**config.mk**
```make
export PLATFORM = sky130hd
export DESIGN_NAME = binary_run_length_encoder_core
export DESIGN_NICKNAME = d
export VERILOG_FILES = /design/src/rtl/brle_pkg.sv /design/src/rtl/brle_front.sv /design/src/rtl/brle_back.sv /design/src/rtl/binary_run_length_encoder_core.sv
export SDC_FILE = /design/constraint.sdc
export NUM_CORES = 1
export LEC_CHECK = 0
export BUFFER_PORTS_ARGS = -buffer_cell sky130_fd_sc_hd__buf_2
export CORE_AREA = 2 2 100 102
export CTS_CLUSTER_DIAMETER = 30
export CTS_CLUSTER_SIZE = 12
export DETAILED_ROUTE_END_ITERATION = 7
export DIE_AREA = 0 0 102 104
export SLEW_MARGIN = 10
export SYNTH_ARGS = -nofsm -noshare
export SYNTH_HDL_FRONTEND = slang
export SYNTH_SLANG_ARGS = --single-unit
```
**constraint.sdc**
```tcl
create_clock -name clk -period 2.5 [get_ports clk]
set_input_delay 0.375 -clock clk [delete_from_list [all_inputs] [get_ports clk]]
set_output_delay 0.375 -clock clk [all_outputs]
set_load 0.1 [all_outputs]
```
**src/rtl/brle_pkg.sv**
```systemverilog
// Shared types and constants for the binary run-length encoder.
// No dependencies; used by every module of the block.
package brle_pkg;

    localparam int BYTE_W      = 8;
    localparam int BIT_IDX_W   = 3;
    localparam int QUEUE_DEPTH = 2;

    localparam logic [BIT_IDX_W-1:0] LAST_BIT_IDX = 3'd7;
    localparam logic [BYTE_W-1:0]    RUN_MAX      = 8'hFF;
    localparam logic [BYTE_W-1:0]    RUN_ZERO     = 8'h00;
    localparam logic [BYTE_W-1:0]    RUN_ONE      = 8'h01;

    // One queued input transaction
    typedef struct packed {
        logic [BYTE_W-1:0] data_byte;
        logic              stream_last;
    } brle_item_t;

    // Head of the input queue as seen by the scanner
    typedef struct packed {
        logic       valid;
        brle_item_t item;
    } brle_head_t;

endpackage

```
**src/rtl/brle_front.sv**
```systemverilog
// Front end of the run-length encoder: accepts input bytes into a short queue.
// Depends on brle_pkg.
module brle_front #(
    parameter int DEPTH = brle_pkg::QUEUE_DEPTH
) (
    input  logic                          clk,
    input  logic                          rst_n,
    input  logic                          in_valid,
    output logic                          in_stall,
    input  logic [brle_pkg::BYTE_W-1:0]   data_byte,
    input  logic                          stream_last,
    output brle_pkg::brle_head_t          head,
    input  logic                          pop
);

    localparam int PTR_W = (DEPTH > 1) ? $clog2(DEPTH) : 1;
    localparam int CNT_W = $clog2(DEPTH + 1);

    brle_pkg::brle_item_t mem_reg [DEPTH];
    logic [PTR_W-1:0]     wr_ptr_reg, wr_ptr_next;
    logic [PTR_W-1:0]     rd_ptr_reg, rd_ptr_next;
    logic [CNT_W-1:0]     count_reg, count_next;
    logic                 push;
    logic                 do_pop;

    // Flow control
    assign in_stall = (count_reg == CNT_W'(DEPTH));
    assign push     = in_valid && !in_stall;
    assign do_pop   = pop && (count_reg != '0);

    assign head.valid = (count_reg != '0);
    assign head.item  = mem_reg[rd_ptr_reg];

    // Advance pointers and occupancy
    always_comb
    begin
        wr_ptr_next = wr_ptr_reg;
        rd_ptr_next = rd_ptr_reg;
        count_next  = count_reg;
        if (push)
        begin
            wr_ptr_next = (wr_ptr_reg == PTR_W'(DEPTH - 1)) ? '0 : wr_ptr_reg + 1'b1;
        end
        if (do_pop)
        begin
            rd_ptr_next = (rd_ptr_reg == PTR_W'(DEPTH - 1)) ? '0 : rd_ptr_reg + 1'b1;
        end
        case ({push, do_pop})
            2'b10:   count_next = count_reg + 1'b1;
            2'b01:   count_next = count_reg - 1'b1;
            default: count_next = count_reg;
        endcase
    end

    always_ff @(posedge clk or negedge rst_n)
    begin
        if (!rst_n)
        begin
            wr_ptr_reg <= '0;
            rd_ptr_reg <= '0;
            count_reg  <= '0;
        end
        else
        begin
            wr_ptr_reg <= wr_ptr_next;
            rd_ptr_reg <= rd_ptr_next;
            count_reg  <= count_next;
        end
    end

    // Store accepted transactions
    always_ff @(posedge clk)
    begin
        if (push)
        begin
            mem_reg[wr_ptr_reg] <= '{data_byte: data_byte, stream_last: stream_last};
        end
    end

endmodule

```
**src/rtl/brle_back.sv**
```systemverilog
// Back end of the run-length encoder: bit-serial scanner with output register.
// Depends on brle_pkg; fed by brle_front.
module brle_back (
    input  logic                          clk,
    input  logic                          rst_n,
    input  brle_pkg::brle_head_t          head,
    output logic                          pop,
    output logic                          out_valid,
    input  logic                          out_stall,
    output logic [brle_pkg::BYTE_W-1:0]   run_length,
    output logic                          item_done,
    output logic                          stream_done
);

    typedef enum logic [2:0] {
        ST_IDLE,
        ST_SCAN,
        ST_SPLIT,
        ST_FLUSH,
        ST_DRAIN
    } state_t;

    state_t                             state_reg, state_next;
    logic [brle_pkg::BYTE_W-1:0]        byte_reg, byte_next;
    logic                               last_reg, last_next;
    logic [brle_pkg::BIT_IDX_W-1:0]     idx_reg, idx_next;
    logic [brle_pkg::BYTE_W-1:0]        cnt_reg, cnt_next;
    logic                               bit_reg, bit_next;
    logic                               pend_valid_reg, pend_valid_next;
    logic [brle_pkg::BYTE_W-1:0]        pend_len_reg, pend_len_next;
    logic                               pend_stream_reg, pend_stream_next;
    logic                               out_valid_reg, out_valid_next;
    logic [brle_pkg::BYTE_W-1:0]        out_len_reg, out_len_next;
    logic                               out_item_reg, out_item_next;
    logic                               out_stream_reg, out_stream_next;

    logic                               out_free;
    logic                               new_res;
    logic [brle_pkg::BYTE_W-1:0]        new_len;
    logic                               new_stream;
    logic                               final_step;
    logic                               advance;
    logic                               load;
    logic                               cur_bit;

    assign out_free    = !out_valid_reg || !out_stall;
    assign cur_bit     = byte_reg[brle_pkg::BYTE_W-1];
    assign out_valid   = out_valid_reg;
    assign run_length  = out_len_reg;
    assign item_done   = out_item_reg;
    assign stream_done = out_stream_reg;

    always_comb
    begin
        state_next       = state_reg;
        byte_next        = byte_reg;
        last_next        = last_reg;
        idx_next         = idx_reg;
        cnt_next         = cnt_reg;
        bit_next         = bit_reg;
        pend_valid_next  = pend_valid_reg;
        pend_len_next    = pend_len_reg;
        pend_stream_next = pend_stream_reg;
        out_valid_next   = out_valid_reg && out_stall;
        out_len_next     = out_len_reg;
        out_item_next    = out_item_reg;
        out_stream_next  = out_stream_reg;
        new_res          = 1'b0;
        new_len          = brle_pkg::RUN_ZERO;
        new_stream       = 1'b0;
        final_step       = 1'b0;
        advance          = 1'b0;
        load             = 1'b0;
        pop              = 1'b0;

        // Decide one bit (or one extra result) per cycle while the output is free
        case (state_reg)
            ST_IDLE:
            begin
                load = 1'b1;
            end
            ST_SCAN:
            begin
                if (out_free)
                begin
                    if (cur_bit != bit_reg)
                    begin
                        new_res  = 1'b1;
                        new_len  = cnt_reg;
                        cnt_next = brle_pkg::RUN_ONE;
                        bit_next = !bit_reg;
                        advance  = 1'b1;
                    end
                    else if (cnt_reg == brle_pkg::RUN_MAX)
                    begin
                        new_res    = 1'b1;
                        new_len    = brle_pkg::RUN_MAX;
                        state_next = ST_SPLIT;
                    end
                    else
                    begin
                        cnt_next = cnt_reg + 1'b1;
                        advance  = 1'b1;
                    end
                end
            end
            ST_SPLIT:
            begin
                if (out_free)
                begin
                    new_res  = 1'b1;
                    new_len  = brle_pkg::RUN_ZERO;
                    cnt_next = brle_pkg::RUN_ONE;
                    advance  = 1'b1;
                end
            end
            ST_FLUSH:
            begin
                if (out_free)
                begin
                    new_res    = 1'b1;
                    new_len    = cnt_reg;
                    new_stream = 1'b1;
                    cnt_next   = brle_pkg::RUN_ZERO;
                    bit_next   = 1'b0;
                    final_step = 1'b1;
                end
            end
            ST_DRAIN:
            begin
                if (out_free)
                begin
                    out_valid_next  = 1'b1;
                    out_len_next    = pend_len_reg;
                    out_item_next   = 1'b1;
                    out_stream_next = pend_stream_reg;
                    pend_valid_next = 1'b0;
                    load            = 1'b1;
                end
            end
            default:
            begin
                state_next = ST_IDLE;
            end
        endcase

        // Move to the next bit, or past the byte
        if (advance)
        begin
            byte_next = byte_reg << 1;
            idx_next  = idx_reg + 1'b1;
            if (idx_reg == brle_pkg::LAST_BIT_IDX)
            begin
                if (last_reg)
                begin
                    state_next = ST_FLUSH;
                end
                else
                begin
                    final_step = 1'b1;
                end
            end
            else
            begin
                state_next = ST_SCAN;
            end
        end

        // Hold one result back so the last one of a byte can carry item_done
        if (final_step)
        begin
            if (pend_valid_reg && new_res)
            begin
                out_valid_next   = 1'b1;
                out_len_next     = pend_len_reg;
                out_item_next    = 1'b0;
                out_stream_next  = pend_stream_reg;
                pend_len_next    = new_len;
                pend_stream_next = new_stream;
                state_next       = ST_DRAIN;
            end
            else if (pend_valid_reg)
            begin
                out_valid_next  = 1'b1;
                out_len_next    = pend_len_reg;
                out_item_next   = 1'b1;
                out_stream_next = pend_stream_reg;
                pend_valid_next = 1'b0;
                load            = 1'b1;
            end
            else if (new_res)
            begin
                out_valid_next  = 1'b1;
                out_len_next    = new_len;
                out_item_next   = 1'b1;
                out_stream_next = new_stream;
                load            = 1'b1;
            end
            else
            begin
                load = 1'b1;
            end
        end
        else if (new_res)
        begin
            if (pend_valid_reg)
            begin
                out_valid_next  = 1'b1;
                out_len_next    = pend_len_reg;
                out_item_next   = 1'b0;
                out_stream_next = pend_stream_reg;
            end
            pend_valid_next  = 1'b1;
            pend_len_next    = new_len;
            pend_stream_next = new_stream;
        end

        // Take the next byte from the queue
        if (load)
        begin
            if (head.valid)
            begin
                pop        = 1'b1;
                byte_next  = head.item.data_byte;
                last_next  = head.item.stream_last;
                idx_next   = '0;
                state_next = ST_SCAN;
            end
            else
            begin
                state_next = ST_IDLE;
            end
        end
    end

    always_ff @(posedge clk or negedge rst_n)
    begin
        if (!rst_n)
        begin
            state_reg       <= ST_IDLE;
            byte_reg        <= '0;
            last_reg        <= 1'b0;
            idx_reg         <= '0;
            cnt_reg         <= '0;
            bit_reg         <= 1'b0;
            pend_valid_reg  <= 1'b0;
            pend_len_reg    <= '0;
            pend_stream_reg <= 1'b0;
            out_valid_reg   <= 1'b0;
            out_len_reg     <= '0;
            out_item_reg    <= 1'b0;
            out_stream_reg  <= 1'b0;
        end
        else
        begin
            state_reg       <= state_next;
            byte_reg        <= byte_next;
            last_reg        <= last_next;
            idx_reg         <= idx_next;
            cnt_reg         <= cnt_next;
            bit_reg         <= bit_next;
            pend_valid_reg  <= pend_valid_next;
            pend_len_reg    <= pend_len_next;
            pend_stream_reg <= pend_stream_next;
            out_valid_reg   <= out_valid_next;
            out_len_reg     <= out_len_next;
            out_item_reg    <= out_item_next;
            out_stream_reg  <= out_stream_next;
        end
    end

endmodule

```
**src/rtl/binary_run_length_encoder_core.sv**
```systemverilog
// Binary run-length encoder. Bytes are queued on entry (QUEUE_DEPTH entries) and
// scanned MSB first, one bit per clock; the
// scanner loads the next byte in the same cycle that it finishes the current one.
// A run that passes 255 is split by an added zero-length result, and the byte
// flagged last adds a step for the final count. A byte that ends on a new result
// while an earlier result is still held adds a drain step for it. That new
// result may come from the final bit closing or splitting a run, or from the
// final count of a stream that already gave a result in its last byte.
// The rate is set by the bit-serial scanner; a stall on the output holds it.
// Runs alternate zeros then ones starting with zeros; item_done marks the last
// result of a byte and stream_done the final count of a stream.
// Depends on brle_pkg, brle_front and brle_back.
module binary_run_length_encoder_core #(
    parameter int QUEUE_DEPTH = brle_pkg::QUEUE_DEPTH
) (
    input  logic                          clk,
    input  logic                          rst_n,
    input  logic                          in_valid,
    output logic                          in_stall,
    input  logic [brle_pkg::BYTE_W-1:0]   data_byte,
    input  logic                          stream_last,
    output logic                          out_valid,
    input  logic                          out_stall,
    output logic [brle_pkg::BYTE_W-1:0]   run_length,
    output logic                          item_done,
    output logic                          stream_done
);

    brle_pkg::brle_head_t head;
    logic                 pop;

    // Input queue
    brle_front #(
        .DEPTH (QUEUE_DEPTH)
    ) u_front (
        .clk         (clk),
        .rst_n       (rst_n),
        .in_valid    (in_valid),
        .in_stall    (in_stall),
        .data_byte   (data_byte),
        .stream_last (stream_last),
        .head        (head),
        .pop         (pop)
    );

    // Bit scanner and output register
    brle_back u_back (
        .clk         (clk),
        .rst_n       (rst_n),
        .head        (head),
        .pop         (pop),
        .out_valid   (out_valid),
        .out_stall   (out_stall),
        .run_length  (run_length),
        .item_done   (item_done),
        .stream_done (stream_done)
    );

endmodule

```
==> results.json, run 1 <==
{
  "worst_pin_slew_ps": 585,
  "synth_top_family_by_area": "compound AO/OA/AOI/OAI gates",
  "power.total_mw": 5.71,
  "synthAdderAreaFrac": 0.0186,
  "die_w_um": 102,
  "power_density_mw_per_mm2": 1450,
  "critPathLaunchType": "flop",
  "drt_wl_total_um": 6470,
  "reg2reg_slack_ps": 120,
  "diodes": 0,
  "p_int_mw": 3.08,
  "synth_cell_type_count": 53,
  "fmax_ghz": 0.420,
  "path_cells": "ha_4 > nand4_4 > or4_4 > a31oi_4 > buf_4 > maj3_1 > a222oi_1",
  "ant_nets": 0,
  "cts_made_buffers": 9,
  "synthCells": 279,
  "p_seq_frac": 0.308,
  "maxCapViolations": 0,
  "combPwrFrac": 0.529,
  "synth_ff_type": "dfrtp_1",
  "hold_viol": 0,
  "grt.total_usage": 0.131,
  "hp-class": "primary input to asynchronous set/reset pin",
  "worstPathArrival_ps": 2580,
  "placed_area_mm2": 0.00369,
  "post-route-drc-count": 0,
  "whs_ps": 21.1,
  "antenna_found_initial": 0,
  "gp_congestion": 0.808,
  "slowest_delay_ps": 530,
  "cpMaxStageDelayCell": "or4_4",
  "overflow": 0,
  "synth_xor_area_frac": 0.0244,
  "first_iter_violations": 103,
  "p_leak_nw": 1.77,
  "layout-drive-gt1-share": 0.253,
  "synth_compound_area_frac": 0.133,
  "rsz0062_at_grt": "false",
  "cts_tree": "built",
  "ys_ff_latch": 67,
  "clkLatencyLatePin_ps": 350,
  "synth_simple_gate_area_frac": 0.112,
  "min_period_ps": 2380,
  "avgSynthCellArea_um2": 11.6,
  "grt_max_degree": 26,
  "fin_ws_ps": 122,
  "status": "completed",
  "finalMaxSlewViolations": 0,
  "synth_edf_count": 18,
  "clkPwrFrac": 0.164,
  "crit_path_end_kind": "flop",
  "ir_drop_uv": 840,
  "clk_pin_slew_ps": 80,
  "utilization": 0.412,
  "clock-sinks": 67,
  "power.share.switching": 0.460,
  "dpl.hpwl_um": 4650,
  "largest_reg_flops": 18,
  "ys_async_sr_fraction": 0.731,
  "fp.dieH_um": 104,
  "dr.pass1.iters": 7,
  "finalInstanceArea_mm2": 0.00394,
  "synth_warnings": 0,
  "drt-vias-per-instance": 4.93,
  "finalCritPeriodShare": 0.951,
  "crit_required_ps": 2700,
  "root_buffer": "clkbuf_8",
  "setup_viol": 0,
  "synth.area.mux_share": 0.132,
  "finalNetCount": 348,
  "worstPathMaxFanout": 16,
  "io_pins": 25,
  "rows": 36,
  "dp_slack_ps": 26.6,
  "synthToLayoutAreaGrowth_pct": 21.8,
  "relSlewSlack": 0.606,
  "p_switching_mw": 2.62,
  "fillCellCount": 961,
  "h-tree-depth": 3,
  "via_count": 2310,
  "path_class": "flop to flop",
  "die-area_mm2": 0.0106,
  "grt_pass1_wl_um": 11100,
  "clk_path_buf_depth": 2,
  "synth_area_mm2": 0.00323,
  "initial_core_util": 0.338,
  "io_buffers": 24,
  "finClkSkew_ps": 7.78,
  "wl_per_cell_um": 13.8,
  "core_area_mm2": 0.00955,
  "grt_pass1_vias": 2362,
  "ys_seq_area_frac": 0.547,
  "syn_nets": 296
}
metrics by stage:
stage / cells / TNS (ps)
2_1_floorplan: 279 / -62.7
3_3_place_gp: 452 / 0
3_5_place_dp: 452 / 0
4_1_cts: 468 / 0
5_1_grt: 469 / 0
6_report: 469 / 0
power groups by stage:
stage | registers [mW] | clock network [mW] | logic (mW)
3_3_place_gp | 1.76 | 0 | 2.94
3_5_place_dp | 1.77 | 0 | 2.99
6_report | 1.76 | 0.933 | 3.02
2_1_floorplan | 2.36 | 0 | 1.69
5_1_grt | 1.80 | 1.00 | 3.31
4_1_cts | 1.75 | 0.963 | 3.00
cell type report:
class | count | area, um2 | area share
clock buffer | 9 | 124 | 0.0315
tap | 133 | 166 | 0.0423
timing repair buffer | 53 | 338 | 0.0859
sequential | 67 | 1770 | 0.449
clock inverter | 7 | 82.6 | 0.0210
multi-input combinational | 188 | 1410 | 0.357
inverter | 12 | 50.0 | 0.0127
cells by family (layout without fill, tap and decap cells):
| logic type | count (synthesis) | count (layout) |
|---|---|---|
| AND/OR/NAND/NOR | 74 | 74 |
| flip-flops | 67 | 67 |
| AO/OA/AOI/OAI | 58 | 58 |
| multiplexers | 42 | 42 |
| buffers and inverters | 24 | 81 |
| XOR/XNOR | 9 | 9 |
| adder cells (fa/ha/maj) | 5 | 5 |
cell usage after synthesis (all sizes together), types with 2 or more instances:
cell type / instances / area (um2)
a21o: 2 / 15.0
or2: 2 / 12.5
a221oi: 3 / 26.3
a22o: 2 / 17.5
clkbuf: 4 / 16.3
mux2: 3 / 37.5
and2: 2 / 12.5
a222oi: 5 / 50.1
mux2i: 39 / 390
xnor2: 7 / 61.3
nand3: 8 / 40.0
edfxtp: 18 / 541
dfrtp: 49 / 1230
buf: 8 / 42.5
a21oi: 8 / 43.8
o21ai: 14 / 70.1
a31oi: 3 / 33.8
a22oi: 2 / 15.0
nand3b: 2 / 15.0
xor2: 2 / 17.5
nor2b: 2 / 12.5
o31ai: 4 / 30.0
a211oi: 3 / 22.5
nand2b: 4 / 25.0
inv: 11 / 43.8
nand2: 21 / 78.8
nor2: 20 / 75.1
o211ai: 2 / 15.0
ha: 4 / 50.1
a2111oi: 3 / 26.3
and3: 4 / 25.0
nor3: 4 / 20.0
repair_timing:
item | 4_1_cts | 5_1_grt
endpoints found under the hold margin | 0 | 0
setup buffers | 0 | 1
hold buffers | 0 | 0
setup endpoints to repair | 0 | 10
resized for setup | 0 | 4
worst max-delay path: cells and delay by family (launching register included):
family | cells | cell delay, ps
compound gates | 2 | 360
fa+ha+maj | 2 | 600
buf+inv | 1 | 220
flops | 1 | 400
simple gates | 2 | 640
path summary, 6_finish.rpt:
| kind | startpoint | end | depth (start not counted) |
|---|---|---|---|
| max in group asynchronous | rst_n | u_back.state_reg[2] | 2 |
| worst max register to register | u_back.cnt_reg[0] | u_back.run_length[1] | 7 |
| min in group clk | data_byte[5] | u_front.mem_reg[0][6] | 1 |
| worst min register to register | u_front.wr_ptr_reg | u_front.wr_ptr_reg | 1 |
| worst max-delay path | u_back.cnt_reg[0] | u_back.run_length[1] | 7 |
| worst min-delay path | rst_n | u_back.cnt_reg[6] | 1 |
metal layers:
metal,track usage,routed length [um]
met1,0.170,3060
met2,0.209,3100
met3,0.0349,261
met4,0.0486,54
met5,0,0
placed cells by master, fill, tap and decap left out, types with 3 or more instances in the layout:
cell type and n:
xnor2_1 6, dfrtp_1 48, a2111oi_0 3, a221oi_1 3
clkbuf_8 9, inv_6 3, and3_1 4, nor3_1 3
buf_2 24, nand3_1 8, inv_1 10, o31ai_1 4
a222oi_1 5, buf_4 29, edfxtp_1 18, a21oi_1 7
nand2b_1 4, a211oi_1 3, nor2_1 19, mux2i_1 39
o21ai_0 14, nand2_1 21
Power figures use the tool's default switching activity.
==> run 2, diff against run 1 <==
Settings changed: CORE_AREA 2 2 100 102 to 2 2 81 83, DIE_AREA 0 0 102 104 to 0 0 83 85, PLACE_DENSITY from default to 0.74.
==> results.json, run 2 (synthesis results as in run 1) <==
{
  "drt_wl_total_um": 6230,
  "crit_top_cell": "ha_4",
  "crit_path_end_kind": "flop",
  "final_cell_mix": "dfrtp_1 (48), mux2i_1 (39), buf_4 (27), buf_2 (24), nand2_1 (21)",
  "wl_met3_um": 271,
  "worstPathArrival_ps": 2610,
  "holdBufCountCts": 0,
  "clk_pin_slew_ps": 80,
  "finalMaxSlewViolations": 0,
  "overflow": 0,
  "clock-sinks": 67,
  "power_density_mw_per_mm2": 1450,
  "finClkSkew_ps": 17.7,
  "rows": 29,
  "h-tree-depth": 3,
  "finalCritPeriodShare": 0.950,
  "maxCapViolations": 0,
  "dpl.hpwl_um": 4480,
  "io_buffers": 24,
  "dr_wl_met2_um": 3010,
  "ir_drop_uv": 891,
  "largest_reg_flops": 18,
  "critPathLaunchType": "flop",
  "grt_pass1_wl_um": 11100,
  "crit_required_ps": 2740,
  "die_w_um": 83,
  "gp_congestion": 0.827,
  "first_iter_violations": 213,
  "setup_viol": 0,
  "fillCellCount": 497,
  "dp_cells": 394,
  "dr.pass1.iters": 6,
  "drt-met1-wl_um": 2830,
  "clkLatencyLatePin_ps": 340,
  "root_buffer": "clkbuf_8",
  "finalNetCount": 346,
  "die-area_mm2": 0.00706,
  "grt.total_usage": 0.196,
  "relSlewSlack": 0.523,
  "cts_tree": "built",
  "p_leak_nw": 1.74,
  "whs_ps": 82.6,
  "worstPathMaxFanout": 6,
  "worst_pin_slew_ps": 715,
  "path_class": "flop to flop",
  "grt_max_degree": 34,
  "tns_ps": 0,
  "ant_nets": 0,
  "initial_core_util": 0.521,
  "core_area_mm2": 0.00620,
  "hp-class": "primary input to asynchronous set/reset pin",
  "rsz0062_at_grt": "false",
  "synthToLayoutAreaGrowth_pct": 17.6,
  "min_period_ps": 2370,
  "slowest_delay_ps": 520,
  "grt_pass1_vias": 2320,
  "fp.dieH_um": 85,
  "status": "completed",
  "cts_made_buffers": 9,
  "fmax_ghz": 0.421,
  "routed.top_layer": "met4",
  "r2r_end": "u_front.count_reg[1]",
  "layout_commonest_cell": "dfrtp_1",
  "layout-drive-gt1-share": 0.231,
  "finalInstanceArea_mm2": 0.00380,
  "io_pins": 25,
  "diodes": 0,
  "path_cells": "ha_4 > nand4_4 > or4_4 > a31oi_4 > a221o_1 > inv_6 > ha_4 > xnor2_1 > nor2_1 > xor2_1",
  "via_count": 2332,
  "cpMaxStageDelayCell": "or4_4",
  "utilization": 0.612,
  "drt-vias-per-instance": 5.67,
  "wl_per_cell_um": 15.1,
  "post-route-drc-count": 0,
  "reg2reg_slack_ps": 130,
  "stdcell_count": 411,
  "antenna_found_initial": 0,
  "placed_area_mm2": 0.00361,
  "hold_viol": 0,
  "clk_path_buf_depth": 2,
  "r2r_start": "u_back.cnt_reg[0]",
  "rr_worst_depth": 10
}
[run 2: through the flow]
| step | total power [mW] | setup slack (ps) |
|---|---|---|
| global route | 5.89 | 5.22 |
| detailed placement | 4.75 | 41.5 |
| global placement | 4.67 | 81.0 |
| finish | 5.53 | 126 |
| floorplan | 4.05 | -62.7 |
| CTS | 5.53 | 24.1 |
[run 2: power breakdown]
group / switching [mW] / leakage (nW) / internal [mW]
clock: 0.379 / 0.0807 / 0.387
sequential: 0.240 / 0.786 / 1.52
combinational: 1.93 / 0.870 / 1.07
[run 2: cell type report]
type	count	area (um2)	area share
Clock buffer	14	153	0.0402
Clock inverter	2	12.5	0.00329
Inverter	12	50.0	0.0132
Multi-Input combinational cell	188	1400	0.368
Sequential cell	67	1770	0.465
Tap cell	77	96.3	0.0254
Timing Repair Buffer	51	323	0.0850
[run 2: what timing repair did]
item	4_1_cts	5_1_grt
setup endpoints to repair	0	7
gates resized for setup	0	2
buffers inserted	0	1
[run 2: per-layer routing]
| metal | up-vias | track usage |
|---|---|---|
| met5 | - | 0 |
| met4 | 0 | 0.0760 |
| met3 | 12 | 0.0447 |
| met2 | 70 | 0.326 |
| met1 | 1116 | 0.252 |
| li1 | 1134 | - |
[run 2: worst max-delay path by stage]
stage	depth (start not counted)	to	start
floorplan	11	u_front.count_reg[1]	u_back.cnt_reg[0]
global placement	10	u_front.count_reg[1]	u_back.cnt_reg[1]
detailed placement	10	u_front.count_reg[1]	u_back.cnt_reg[0]
CTS	10	u_front.count_reg[1]	u_back.cnt_reg[0]
global route	10	u_front.count_reg[1]	u_back.cnt_reg[0]
finish	10	u_front.count_reg[1]	u_back.cnt_reg[0]
[run 2: worst max-delay path, delay by kind of cell (launching register included)]
family	cells	cell delay (ps)
flip-flops	1	400
AND/OR/NAND/NOR	3	700
adder cells (fa/ha/maj)	2	330
buffers and inverters	1	70
AO/OA/AOI/OAI	2	480
XOR/XNOR	2	300
==> run 3, diff against run 2 <==
Settings changed: ABC_AREA from default to 0, CORE_AREA 2 2 81 83 to 2 2 107 109, CTS_BUF_LIST from default to sky130_fd_sc_hd__clkbuf_8 sky130_fd_sc_hd__clkbuf_16, DIE_AREA 0 0 83 85 to 0 0 109 111, PLACE_DENSITY 0.74 to default.
==> results.json, run 3 (synthesis results as in run 1) <==
{
  "post-route-drc-count": 0,
  "power.share.switching": 0.438,
  "grt.total_usage": 0.116,
  "wl_per_cell_um": 13.8,
  "ir_drop_uv": 719,
  "p_switching_mw": 2.65,
  "p_leak_nw": 1.82,
  "placed_area_mm2": 0.00369,
  "slowest_delay_ps": 580,
  "holdBufCountCts": 0,
  "die-area_mm2": 0.0121,
  "gp_congestion": 0.765,
  "status": "completed",
  "clk_pin_slew_ps": 60,
  "finClkSkew_ps": 7.12,
  "fp.dieH_um": 111,
  "fmax_ghz": 0.414,
  "cts_tree": "built",
  "layout-drive-gt1-share": 0.247,
  "antenna_found_initial": 0,
  "crit_path_end_kind": "flop",
  "whs_ps": 155,
  "relSlewSlack": 0.583,
  "clkLatencyLatePin_ps": 330,
  "crit_required_ps": 2710,
  "path_class": "flop to flop",
  "die_w_um": 109,
  "worst_pin_slew_ps": 625,
  "final_cell_mix": "dfrtp_1 (48), mux2i_1 (39), buf_4 (29), buf_2 (24), nand2_1 (21)",
  "cp_num_buf_inv": 1,
  "min_period_ps": 2420,
  "ant_nets": 0,
  "hp-class": "primary input to asynchronous set/reset pin",
  "critPathLaunchType": "flop",
  "largest_reg_flops": 18,
  "crit_top_cell": "ha_4",
  "finalMaxSlewViolations": 0,
  "p_seq_frac": 0.297,
  "worstPathArrival_ps": 2620,
  "h-tree-depth": 3,
  "dp_slack_ps": 20.9,
  "initial_core_util": 0.292,
  "finalCritPeriodShare": 0.966,
  "clk_path_buf_depth": 2,
  "io_buffers": 24,
  "diodes": 0,
  "dpl.hpwl_um": 4660,
  "grt_max_degree": 50,
  "finalInstanceArea_mm2": 0.00404,
  "tns_ps": 0,
  "stdcell_count": 479,
  "dp_cells": 460,
  "clkPwrFrac": 0.208,
  "cpMaxStageDelayCell": "or4_4",
  "hold_viol": 0,
  "dr.pass1.iters": 4,
  "path_cells": "ha_4 > nand4_4 > or4_4 > a31oi_4 > a221o_1 > inv_6 > ha_4 > xnor2_2 > nor2_1 > xor2_1",
  "combPwrFrac": 0.496,
  "worstPathMaxFanout": 6,
  "grt_pass1_vias": 2305,
  "synthToLayoutAreaGrowth_pct": 25.1,
  "overflow": 0,
  "clock-sinks": 67,
  "finalNetCount": 348,
  "core_area_mm2": 0.0111,
  "io_pins": 25,
  "setup_viol": 0,
  "cts_made_buffers": 9,
  "fillCellCount": 1068,
  "drt-vias-per-instance": 4.87,
  "maxCapViolations": 0,
  "power_density_mw_per_mm2": 1500,
  "rows": 39,
  "fin_ws_ps": 84.3,
  "via_count": 2331,
  "p_int_mw": 3.40,
  "utilization": 0.365,
  "first_iter_violations": 118,
  "cpLargestDelayFamily": "simple AND/OR/NAND/NOR gates",
  "layout_commonest_cell": "dfrtp_1",
  "root_buffer": "clkbuf_16",
  "power.total_mw": 6.06,
  "drt_wl_total_um": 6620,
  "grt_pass1_wl_um": 11000
}
run 3: changes by cell type in the layout (fill, tap and decap cells not counted), sizes merged:
cell    previous run  this run
buf               51        53
inv               11        14
clkbuf            14         9
bufinv             0         1
clkinv             2         3
run 3: power by group through the flow:
stage,Combinational (mW),Clock [mW],Sequential [mW]
final,3.00,1.26,1.80
after detailed placement,2.97,0,1.81
after global routing,3.25,1.35,1.85
after global placement,2.92,0,1.79
after CTS,2.98,1.28,1.79
after floorplan,1.69,0,2.36
run 3: path summary, 6_finish.rpt:
check                                   start               endpoint  slack [ps]  depth (start not counted)
setup / recovery            u_back.cnt_reg[0]   u_front.count_reg[1]          80                         10
hold / removal                          rst_n      u_back.cnt_reg[1]         160                          2
setup reg to reg            u_back.cnt_reg[0]   u_front.count_reg[1]          80                         10
hold reg to reg            u_front.wr_ptr_reg     u_front.wr_ptr_reg         500                          1
max in group asynchronous               rst_n       u_back.out_valid        1890                          2
min in group clk                 data_byte[4]  u_front.mem_reg[1][5]         230                          1
run 3: area by class of cell:
| class | instances | area (um2) | share of cell area |
|---|---|---|---|
| clock inverter | 7 | 76.3 | 0.0189 |
| tap | 143 | 179 | 0.0443 |
| clock buffer | 9 | 225 | 0.0557 |
| sequential | 67 | 1770 | 0.438 |
| timing repair buffer | 53 | 338 | 0.0836 |
| multi-input combinational | 188 | 1400 | 0.347 |
| inverter | 12 | 50.0 | 0.0124 |
run 3: worst reg2reg max path, delay by kind of cell (launching register included):
| family | cells | cell delay [ps] |
|---|---|---|
| compound gates | 2 | 410 |
| buf+inv | 1 | 70 |
| xor+xnor | 2 | 290 |
| simple gates | 3 | 760 |
| flops | 1 | 400 |
| fa+ha+maj | 2 | 340 |
run 3: metal layers:
metal / share of wire / track usage / up-vias / wire [um]
met5: 0 / 0 / - / 0
li1: - / - / 1138 / -
met4: 0.0086 / 0.0308 / 0 / 57
met2: 0.47 / 0.175 / 52 / 3100
met1: 0.48 / 0.162 / 1136 / 3200
met3: 0.040 / 0.0353 / 5 / 263
run 3: timing repair:
item	CTS	global route
buffers inserted	0	3
resized for setup	0	3
pin swaps	2	5
setup endpoints to repair	1	10
